==> config.mk <==
export PLATFORM = sky130hd
export DESIGN_NAME = dott_cell
export DESIGN_NICKNAME = d
export VERILOG_FILES = /design/src/hw/rtl/dott_pkg.sv /design/src/hw/rtl/dott_cell.sv
export SDC_FILE = /design/constraint.sdc
export NUM_CORES = 1
export LEC_CHECK = 0
export ABC_CLOCK_PERIOD_IN_PS = 3700
export BUFFER_PORTS_ARGS = -buffer_cell sky130_fd_sc_hd__buf_4
export CAP_MARGIN = 20
export CORE_AREA = 3 3 186 188
export CTS_CLUSTER_DIAMETER = 50
export DETAILED_ROUTE_END_ITERATION = 7
export DIE_AREA = 0 0 189 191
export PLACE_DENSITY = 0.68
export SLEW_MARGIN = 20
export SYNTH_ARGS = -nofsm -noshare
export SYNTH_HDL_FRONTEND = slang
export SYNTH_SLANG_ARGS = --single-unit
==> constraint.sdc <==
create_clock -name clk -period 3.7 [get_ports clk]
set_input_delay 0.37 -clock clk [delete_from_list [all_inputs] [get_ports clk]]
set_output_delay 0.37 -clock clk [all_outputs]
set_load 0.005 [all_outputs]
==> src/hw/rtl/dott_pkg.sv <==
// Shared types and constants for the deadline-ordered timer table.
// No dependencies.
package dott_pkg;

  localparam int NUM_TIMERS = 16;
  localparam int SLOT_W = $clog2(NUM_TIMERS);
  localparam logic [31:0] WINDOW_RESET = 32'd3600000;
  localparam logic [63:0] ALL_ONES = '1;

  typedef enum logic [2:0] {
    CMD_ADD     = 3'd0,
    CMD_CANCEL  = 3'd1,
    CMD_REFRESH = 3'd2,
    CMD_RESET   = 3'd3,
    CMD_EXPIRE  = 3'd4,
    CMD_WAIT    = 3'd5,
    CMD_ANY     = 3'd6,
    CMD_NOP     = 3'd7
  } cmd_t;

  typedef enum logic [1:0] {
    ST_OK   = 2'd0,
    ST_FAIL = 2'd1,
    ST_FULL = 2'd2
  } status_t;

  // candidate travelling down the cell row
  typedef struct packed {
    logic              valid;
    logic [63:0]       dl;
    logic [SLOT_W-1:0] id;
  } cand_t;

  // broadcast control from the sequencer to every cell
  typedef struct packed {
    logic [SLOT_W-1:0] slot;
    logic              set_act;
    logic              clr_act;
    logic              wr_per;
    logic              wr_dl;
    logic              wr_rep;
    logic              load_due;
    logic              clr_due;
    logic              changed;
    logic              sel_due;
    logic [63:0]       per;
    logic [63:0]       dl;
    logic              rep;
    logic [63:0]       now;
  } cell_ctl_t;

  typedef struct packed {
    status_t     status;
    logic [3:0]  result_id;
    logic        is_expiry;
    logic [63:0] wait_ms;
    logic        any_active;
    logic        became_earliest;
    logic        last;
  } rsp_t;

  function automatic rsp_t rsp_done(status_t s);
    rsp_t r;
    r = '0;
    r.status = s;
    r.last = 1'b1;
    return r;
  endfunction

endpackage

==> src/hw/rtl/dott_cell.sv <==
// One timer slot: state, due flag and one stage of the earliest-deadline chain.
// Depends on dott_pkg.
module dott_cell import dott_pkg::*; (
  input  logic              clk,
  input  logic              rst,
  input  logic [SLOT_W-1:0] index,
  input  cell_ctl_t         ctl,
  input  cand_t             cin,
  output cand_t             cout,
  output logic              active,
  output logic [63:0]       period,
  output logic [63:0]       deadline,
  output logic              rep,
  output logic              due
);

  logic hit;
  logic own_sel;
  logic take;

  assign hit = (ctl.slot == index);
  assign own_sel = ctl.sel_due ? due : active;
  // lower slots arrive on cin, so a tie keeps the incoming one
  assign take = own_sel && (!cin.valid || (deadline < cin.dl));

  always_ff @(posedge clk) begin
    if (rst) begin
      active <= 1'b0;
      due <= 1'b0;
      cout.valid <= 1'b0;
    end else begin
      if (hit && ctl.set_act) active <= 1'b1;
      if (hit && ctl.clr_act) active <= 1'b0;
      if (ctl.load_due) due <= active && (ctl.changed || (deadline <= ctl.now));
      if (hit && ctl.clr_due) due <= 1'b0;
      cout.valid <= cin.valid || own_sel;
      if (take) begin
        cout.dl <= deadline;
        cout.id <= index;
      end else begin
        cout.dl <= cin.dl;
        cout.id <= cin.id;
      end
    end
  end

  always_ff @(posedge clk) begin
    if (hit && ctl.wr_per) period <= ctl.per;
    if (hit && ctl.wr_dl) deadline <= ctl.dl;
    if (hit && ctl.wr_rep) rep <= ctl.rep;
  end

endmodule

==> metrics.yaml, run 1 <==
pwr:
  switching_share: 0.249
  p_comb_frac: 0.150
  ir_worst_vdd_mv: 0.321
  total_leakage_power_uw: 0.00712
  p_sw_uw: 1310
  pwr-share-clk: 0.345
  pwr_density_cell_mw_per_mm2: 351
  intPower_uw: 3950
  power_frac_seq: 0.505
routing:
  drtAntennaViolNets: 0
  drc_errors: 0
  via_per_inst: 4.59
  drtIter0Drc: 326
  dr.pass1.iters: 5
  num_vias: 7802
  wl_per_cell_um: 19.9
  wl_um: 33900
sta:
  finalCritPeriodShare: 0.884
  timing.fmax_mhz: 306
  drv_slew: 0
  fin_worst_skew_ps: 14.0
  setup_viol: 0
  worst_pin_slew_ps: 992
  fin_setup_tns_ps: 0
  period_minus_slack_ps: 3270
  rsz0062_at_grt: "no"
  report.final.hold_viol_count: 0
  max_slew_margin: 0.339
logic_synthesis:
  synth_common_cells: "edfxtp_1 (197), inv_1 (134), ha_1 (127)"
  synth_area_sq_mm: 0.0102
  synth_compound_area_frac: 0.0731
  synth_xor_xnor_area_share: 0.00344
  synth_top_family_by_area: "adder cells"
  syn-num-nets: 1147
  syn_inst: 739
  muxShareOfSynthArea: 0.0834
  synth.top_cell.area_share: 0.580
  yosys.area_share.simple: 0.0436
  synth_top_area_cell: "edfxtp_1"
  ys.flop_type: "edfxtp_1"
  avgSynthCellArea_sq_um: 13.8
  yosysMostFrequentCell: "edfxtp_1"
  synthArstFlopShare: 0
  synth.distinct_cells: 40
  yosys-top-cells-area: "edfxtp_1 (58%), ha_1 (16%), mux2_2 (5.3%)"
  ys_seq_area_frac: 0.586
  yosys_warnings: 0
  ys_ff_latch: 200
  synth-edff-count: 197
  yosys.area_share.adder: 0.156
grt:
  grt_first_pass_wirelength_um: 49100
  antenna_found_initial: 1
  grt_max_degree: 65
  grt_pass1_vias: 8215
  grt.overflow.total: 0
  grt.total_usage: 0.182
placed_design:
  place_area_sq_mm: 0.0144
  place_congestion: 0.831
  io_buffer_count: 480
  dp_hpwl_um: 27900
cts:
  clk_path_buf_depth: 2
  cts_buffers: 17
  clkTransAtPathRegs_ps: 80
  cts_tree: "built"
  cts_root_buffer: "clkbuf_16"
  htree_levels: 4
  numClockSinks: 200
  cts_resized: 0
  clock_latency_ps: 450
  postCtsSetupBuffers: 0
  cts_hold_buf: 0
layout:
  drive_gt1_frac: 0.473
  final_cell_area_sq_mm: 0.0150
  layout-area-overhead-vs-synth_pct: 47.0
  layout.filler_cells: 3045
  insertedDiodeCount: 0
  final_nets: 1647
floorplan:
  fp.dieH_um: 191
  die_area_sq_mm: 0.0361
  ios: 481
  die_w_um: 189
  rows: 67
  fp.coreArea_sq_mm: 0.0333
  start_util: 0.306
critical_path:
  cp.required_ps: 3900
  worstPathMaxFanout: 25
  crit_path_start_kind: "flop"
  cp-end-kind: "flop"
  crit_arrival_ps: 3470
  path_class: "flop to flop"
outcome:
  status: "finished clean"
flow_run:
  max-cap-violations: 0
worst_hold_path:
  hold_path_class: "input port to flop"
-- state kept, by name (all words and copies together) (netlist names) --
register  flops
deadline     64
period       64
cout         69
rep           1
active        1
due           1
-- placed cells by master (no fill, tap or decap), types with 2 or more instances in the layout --
cell type,count
a211oi_1,2
a21o_1,35
a21oi_1,45
and4_1,3
buf_12,3
buf_4,485
clkbuf_16,17
clkinv_2,2
clkinv_4,3
clkinv_8,2
clkinvlp_4,3
dfxtp_1,3
edfxtp_1,197
ha_1,127
inv_1,133
inv_6,2
inv_8,3
mux2_2,48
mux2_4,20
nand2_1,12
nand3_1,8
nand4_1,27
nor2_1,8
nor2b_1,3
nor3_1,7
nor4_1,5
o211ai_1,4
o21a_1,4
o21ai_0,14
o31ai_1,2
xor2_1,4
-- cells by family (layout without fill, tap and decap cells) --
logic type / Yosys count / after routing
mux: 69 / 69
flops: 200 / 200
buf+inv: 141 / 654
compound gates: 118 / 118
fa+ha+maj: 127 / 127
xor+xnor: 4 / 4
simple gates: 80 / 80
-- through the flow --
stage | setup slack, ps | hold slack, ps | std cells | util | power (uW)
2_1_floorplan | 635 | 439 | 739 | - | 2990
3_3_place_gp | 233 | 548 | 1668 | 0.433 | 3480
3_5_place_dp | 278 | 549 | 1668 | 0.433 | 3500
4_1_cts | 261 | 52.1 | 1700 | 0.450 | 5330
5_1_grt | 176 | 54.4 | 1700 | 0.450 | 5500
6_report | 431 | 85.8 | 1700 | 0.450 | 5260
-- power groups by stage --
stage               registers, uW  clock network (uW)  logic (uW)
floorplan                    2700                   0         289
global placement             2710                   0         778
detailed placement           2710                   0         796
CTS                          2660                1870         801
global route                 2670                1960         871
finish                       2660                1820         790
-- cell type report --
class | instances | area [sq um] | share of cell area
repair buffers | 488 | 3700 | 0.247
well taps | 448 | 561 | 0.0374
clock inverters | 15 | 141 | 0.00943
multi-input cells | 398 | 3680 | 0.246
flip-flops and latches | 200 | 5980 | 0.399
clock buffers | 17 | 425 | 0.0284
inverters | 134 | 504 | 0.0336
-- worst max-delay path, stage by stage (launching register included) --
cell	delay [ps]
edfxtp_1	470
ha_1	330
a21oi_1	200
o21ai_1	110
a22o_1	240
o31ai_1	410
a41oi_1	280
a211o_4	450
buf_12	210
mux2_4	300
-- final timing paths --
path | endpoint | start | slack, ps | cells after the start
max reg2reg | cout[63] | deadline[33] | 430 | 9
max | cout[63] | deadline[33] | 430 | 9
min | active | ctl[200] | 90 | 2
min reg2reg | due | due | 620 | 3
-- layer usage --
metal	vias up	GRT usage	share of wire
li1	3736	-	-
met1	3728	0.218	0.40
met2	296	0.314	0.51
met3	42	0.0528	0.071
met4	0	0.0630	0.025
met5	-	0	0
(Power assumes the default switching activity.)
==> inputs of run 2 (changes only) <==
--- a/config.mk
+++ b/config.mk
@@ -8,11 +8,12 @@
 export ABC_CLOCK_PERIOD_IN_PS = 3700
 export BUFFER_PORTS_ARGS = -buffer_cell sky130_fd_sc_hd__buf_4
 export CAP_MARGIN = 20
-export CORE_AREA = 3 3 186 188
+export CORE_AREA = 3 3 187 189
+export CTS_BUF_LIST = sky130_fd_sc_hd__clkbuf_8
 export CTS_CLUSTER_DIAMETER = 50
 export DETAILED_ROUTE_END_ITERATION = 7
-export DIE_AREA = 0 0 189 191
-export PLACE_DENSITY = 0.68
+export DIE_AREA = 0 0 190 192
+export PLACE_DENSITY = 0.67
 export SLEW_MARGIN = 20
 export SYNTH_ARGS = -nofsm -noshare
 export SYNTH_HDL_FRONTEND = slang
==> run 2 against run 1 <==
  * Global-route usage is 0.61 points higher
  * First-iteration DRC count shrank 17%
  * Cell area up 6.9%
  * Total power is 6.2% lower
  * Worst setup slack better by 14 ps
  * Register-to-register slack about the same
  * Clock power down 24%
==> metrics.yaml, run 2 (synthesis gave the netlist of run 1 again) <==
outcome:
  status: "finished clean"
floorplan:
  fp.coreArea_sq_mm: 0.0334  # +0.50%
  start_util: 0.305  # -0.00154
  die_area_sq_mm: 0.0365  # +1.1%
  die_w_um: 190  # +0.53%
  rows: 67  # unchanged
  fp.dieH_um: 192  # +0.52%
  ios: 481  # unchanged
critical_path:
  cp.required_ps: 3950  # +50 ps
  worstPathMaxFanout: 37  # +48%
  r2r_slack_ps: 450  # about the same
  cp-end-kind: "flop"
  crit_path_start_kind: "flop"
  crit_arrival_ps: 3510  # +40 ps
  path_class: "flop to flop"
layout:
  largestRegisters: "cout: 69 flops, deadline: 64 flops, period: 64 flops"
  layout-area-overhead-vs-synth_pct: 57.2
  drive_gt1_frac: 0.430  # -0.0426
  utilization: 0.479  # +0.0288
  final_nets: 1772  # +7.6%
  insertedDiodeCount: 0  # unchanged
  largest_reg_flops: 69  # unchanged
  layout_common_cells: "buf_4 (486), edfxtp_1 (197), inv_1 (133)"
  final_common_cell: "buf_4"
  regMostFlops: "cout"
  final_cell_area_sq_mm: 0.0160  # +6.9%
sta:
  report.final.hold_viol_count: 0  # unchanged
  period_minus_slack_ps: 3250  # -14.2 ps
  max_slew_margin: 0.358  # +0.0191
  timing.fmax_mhz: 307  # +0.44%
  finalCritPeriodShare: 0.880  # -0.00383
  worst_pin_slew_ps: 963  # -28.6 ps
  holdWs_ps: 55.3  # -30.5 ps
  fin_worst_skew_ps: 18.6  # +4.65 ps
  drv_slew: 0  # unchanged
  fin_setup_tns_ps: 0  # unchanged
  setup_viol: 0  # unchanged
  rsz0062_at_grt: "no"
cts:
  cts_buffers: 17  # unchanged
  cts_tree: "built"
  cts_hold_buf: 125  # +125
  postCtsSetupBuffers: 0  # unchanged
  htree_levels: 4  # unchanged
  clkTransAtPathRegs_ps: 110  # +30 ps
  clk_path_buf_depth: 2  # unchanged
  clock_latency_ps: 500  # +50 ps
  numClockSinks: 200  # unchanged
  cts_resized: 0  # unchanged
  cts_root_buffer: "clkbuf_8"
placed_design:
  place_area_sq_mm: 0.0144  # about the same
  place_congestion: 0.814  # -2.0%
  dp_hpwl_um: 27500  # -1.3%
  io_buffer_count: 480  # unchanged
pwr:
  pwr_density_cell_mw_per_mm2: 308  # -12%
  total_power_uw: 4940  # -6.2%
  ir_worst_vdd_mv: 0.205  # -36%
  total_leakage_power_uw: 0.00755  # +6.1%
routing:
  wl_per_cell_um: 19.5  # -2.4%
  via_per_inst: 4.58  # -0.23%
  num_vias: 8352  # +7.0%
  dr.pass1.iters: 4  # -1
  drtAntennaViolNets: 0  # unchanged
  drtIter0Drc: 272  # -17%
  drc_errors: 0  # unchanged
  wl_um: 35500  # +4.7%
grt:
  grt_max_degree: 65  # unchanged
  antenna_found_initial: 1  # unchanged
  grt.overflow.total: 0  # unchanged
  grt_first_pass_wirelength_um: 51400  # +4.8%
  grt_pass1_vias: 8973  # +9.2%
  grt.total_usage: 0.188  # +0.00608
flow_run:
  max-cap-violations: 0  # unchanged
worst_hold_path:
  hold_path_class: "input port to flop"
==> run 2: cell count changes in the layout (fill, tap and decap cells not counted) <==
cell	change
clkinvlp_4	-2
inv_6	+4
buf_12	-1
clkbuf_8	+17
clkbuf_16	-17
clkinv_4	-1
dlygate4sd3_1	+125
buf_4	+1
clkinv_8	-1
clkinv_1	-1
==> run 2: stage by stage <==
stage          setup WS (ps)  cells
5_1_grt                  218   1824
6_report                 445   1824
4_1_cts                  386   1824
3_5_place_dp             403   1668
3_3_place_gp             510   1668
2_1_floorplan            635    739
==> run 2: final timing paths <==
| kind | start | cells past startpoint | end |
|---|---|---|---|
| hold reg to reg | due | 3 | due |
| setup / recovery | deadline[19] | 9 | cout[0] |
| hold / removal | ctl[73] | 1 | deadline[8] |
| setup reg to reg | deadline[19] | 9 | cout[0] |
==> run 2: routing by layer <==
layer	track usage	wire length [um]	vias to the layer above
met5	0	13	-
met4	0.0532	607	2
met3	0.0590	2630	39
met2	0.343	18700	310
met1	0.212	13600	4012
li1	-	-	3989
==> run 2: power breakdown <==
part,switching [uW],leakage (uW),internal [uW]
clock network,886,0.000187,494
registers,58.1,0.00186,2600
logic,351,0.00551,549
total,1300,0.00755,3640
==> run 2: cell type report <==
cell class                      count  area (sq um)
Multi-Input combinational cell    398          3680
Inverter                          134           504
Tap cell                          448           561
Clock inverter                     14           133
Sequential cell                   200          5980
Fill cell                        2942         17400
Timing Repair Buffer              613          4940
Clock buffer                       17           234
==> run 2: critical path, cell delays in order (launching register included) <==
cell      delay (ps)
edfxtp_1         490
ha_1             360
nand4_1          180
nor4_1           430
buf_4            190
o211ai_1         140
o211ai_1         290
a211o_4          250
buf_12           270
mux2_2           380
==> inputs of run 3 (changes only) <==
--- a/config.mk
+++ b/config.mk
@@ -8,11 +8,11 @@
 export ABC_CLOCK_PERIOD_IN_PS = 3700
 export BUFFER_PORTS_ARGS = -buffer_cell sky130_fd_sc_hd__buf_4
 export CAP_MARGIN = 20
-export CORE_AREA = 3 3 187 189
+export CORE_AREA = 2 2 186 188
 export CTS_BUF_LIST = sky130_fd_sc_hd__clkbuf_8
 export CTS_CLUSTER_DIAMETER = 50
 export DETAILED_ROUTE_END_ITERATION = 7
-export DIE_AREA = 0 0 190 192
+export DIE_AREA = 0 0 188 190
 export PLACE_DENSITY = 0.67
 export SLEW_MARGIN = 20
 export SYNTH_ARGS = -nofsm -noshare
==> run 3 against run 2 <==
  * Worst setup slack better by 33 ps
  * Total power increased by 2.8%
  * Routed wire length shrank 0.72%
  * Hold slack got worse by 5.5 ps
  * Clock skew fell by 1.7 ps
  * First-iteration DRC count grew 7.4%
  * Sequential share of layout area hardly changed
  * Die area decreased by 2.1%
  * Global-route usage is 0.49 points higher
  * Critical path depth down 1
  * Flip-flop and latch count unchanged
  * Largest power group unchanged
  * Highest routed layer unchanged
==> metrics.yaml, run 3 (synthesis gave the netlist of run 1 again) <==
outcome:
  status: "finished clean"
critical_path:
  cp.required_ps: 3950  # about the same
  crit_path_frequent_cell: "nor4_1"
  cpMaxStageDelayCell: "nor4_1"
  crit_arrival_ps: 3470  # -40 ps
  cp-end-kind: "flop"
  crit_path_start_kind: "flop"
  cp_slowest_stage_delay_ps: 580  # +90 ps
  crit_chain: "ha_1, nand4_1, nor4_1, nand3_1, nor4_1, a211o_4, buf_12, mux2_2"
  worstPathMaxFanout: 43  # +16%
  path_class: "flop to flop"
  rr_worst_depth: 8  # -1
sta:
  fin_worst_skew_ps: 16.9  # -1.73 ps
  worst_pin_slew_ps: 834  # -129 ps
  report.final.hold_viol_count: 0  # unchanged
  period_minus_slack_ps: 3220  # -32.9 ps
  setup_viol: 0  # unchanged
  rsz0062_at_grt: "no"
  holdWs_ps: 49.8  # -5.49 ps
  fin_setup_tns_ps: 0  # unchanged
  timing.fmax_mhz: 310  # +1.0%
  finalCritPeriodShare: 0.871  # -0.00889
  drv_slew: 0  # unchanged
  max_slew_margin: 0.444  # +0.0861
cts:
  cts_buffers: 17  # unchanged
  cts_hold_buf: 113  # -9.6%
  clkTransAtPathRegs_ps: 110  # about the same
  cts_root_buffer: "clkbuf_8"
  cts_resized: 0  # unchanged
  cts_tree: "built"
  clock_latency_ps: 500  # about the same
  htree_levels: 4  # unchanged
  clk_path_buf_depth: 2  # unchanged
  postCtsSetupBuffers: 0  # unchanged
  numClockSinks: 200  # unchanged
placed_design:
  dp_hpwl_um: 27500  # -0.17%
  place_congestion: 0.875  # +7.4%
  io_buffer_count: 480  # unchanged
  dp.cells: 1675  # +0.42%
grt:
  busiest_layer: "met2"
  use_met3: 0.0544  # -0.00453
  gr-usage-met2: 0.337  # -0.00600
  grt.overflow.total: 0  # unchanged
  antenna_found_initial: 2  # +1
  grt.total_usage: 0.193  # +0.00495
  grt_pass1_vias: 8617  # -4.0%
  use_met1: 0.231  # +0.0190
  grt_first_pass_wirelength_um: 51300  # -0.13%
  grt_max_degree: 65  # unchanged
layout:
  regMostFlops: "cout"
  drive_gt1_frac: 0.433  # +0.00283
  layout_common_cells: "buf_4 (485), edfxtp_1 (197), inv_1 (134)"
  final_nets: 1762  # -0.56%
  layout.filler_cells: 3017  # +2.5%
  layout-area-overhead-vs-synth_pct: 57.1  # about the same
  largest_reg_flops: 69  # unchanged
  final_common_cell: "buf_4"
  stdcell_count: 1824  # unchanged
  largestRegisters: "cout: 69 flops, deadline: 64 flops, period: 64 flops"
floorplan:
  die_w_um: 188  # -1.1%
  fp.dieH_um: 190  # -1.0%
  fp.coreArea_sq_mm: 0.0339  # +1.5%
  ios: 481  # unchanged
  die_area_sq_mm: 0.0357  # -2.1%
  start_util: 0.300  # -0.00448
  rows: 68  # +1.5%
pwr:
  total_leakage_power_uw: 0.00754  # -0.12%
  total_power_uw: 5080  # +2.8%
  ir_worst_vdd_mv: 0.273  # +33%
  pwr_density_cell_mw_per_mm2: 317  # +2.9%
routing:
  num_vias: 8228  # -1.5%
  via_per_inst: 4.51  # -1.5%
  dr.pass1.iters: 4  # unchanged
  drtIter0Drc: 292  # +7.4%
  drtAntennaViolNets: 0  # unchanged
  wl_per_cell_um: 19.3  # -0.72%
  drc_errors: 0  # unchanged
  wl_um: 35300  # -0.72%
flow_run:
  max-cap-violations: 0  # unchanged
worst_hold_path:
  hold_path_class: "input port to flop"
  holdPathStages: 1  # unchanged
==> run 3: critical path, delay by kind of cell, from the launching register on <==
kind            cells  cell delay, ps
simple gates        4            1200
buf+inv             1             260
compound gates      1             220
mux                 1             380
fa+ha+maj           1             340
flops               1             510
==> run 3: through the flow <==
stage,util,setup WS [ps],instance area [sq um]
final,0.472,478,16000
after global routing,0.472,224,16000
after CTS,0.471,380,16000
after detailed placement,0.425,423,14400
after global placement,0.425,532,14400
after floorplan,-,635,10200
==> run 3: path summary, 6_finish.rpt <==
path           startpoint      endpoint  slack, ps
max          deadline[62]      cout[22]        480
min               ctl[85]  deadline[20]         50
max reg2reg  deadline[62]      cout[22]        480
min reg2reg        active        active        610
==> run 3: routing by layer <==
layer	share of wire	vias to the layer above
met5	0.00020	-
met4	0.021	2
met3	0.066	41
met1	0.40	3920
met2	0.51	299
li1	-	3966
==> run 3: cell type report <==
| type | instances | area [sq um] | share of cell area |
|---|---|---|---|
| well taps | 455 | 569 | 0.0355 |
| diodes | 2 | 5.00 | 0.000312 |
| multi-input cells | 398 | 3690 | 0.230 |
| flip-flops and latches | 200 | 5980 | 0.373 |
| inverters | 134 | 504 | 0.0315 |
| clock buffers | 17 | 234 | 0.0146 |
| clock inverters | 15 | 188 | 0.0117 |
| repair buffers | 603 | 4850 | 0.303 |
==> run 3: where the power goes <==
| part | internal, uW | switching [uW] |
|---|---|---|
| sequential | 2600 | 57.6 |
| combinational | 544 | 353 |
| clock | 632 | 890 |
| total | 3780 | 1300 |
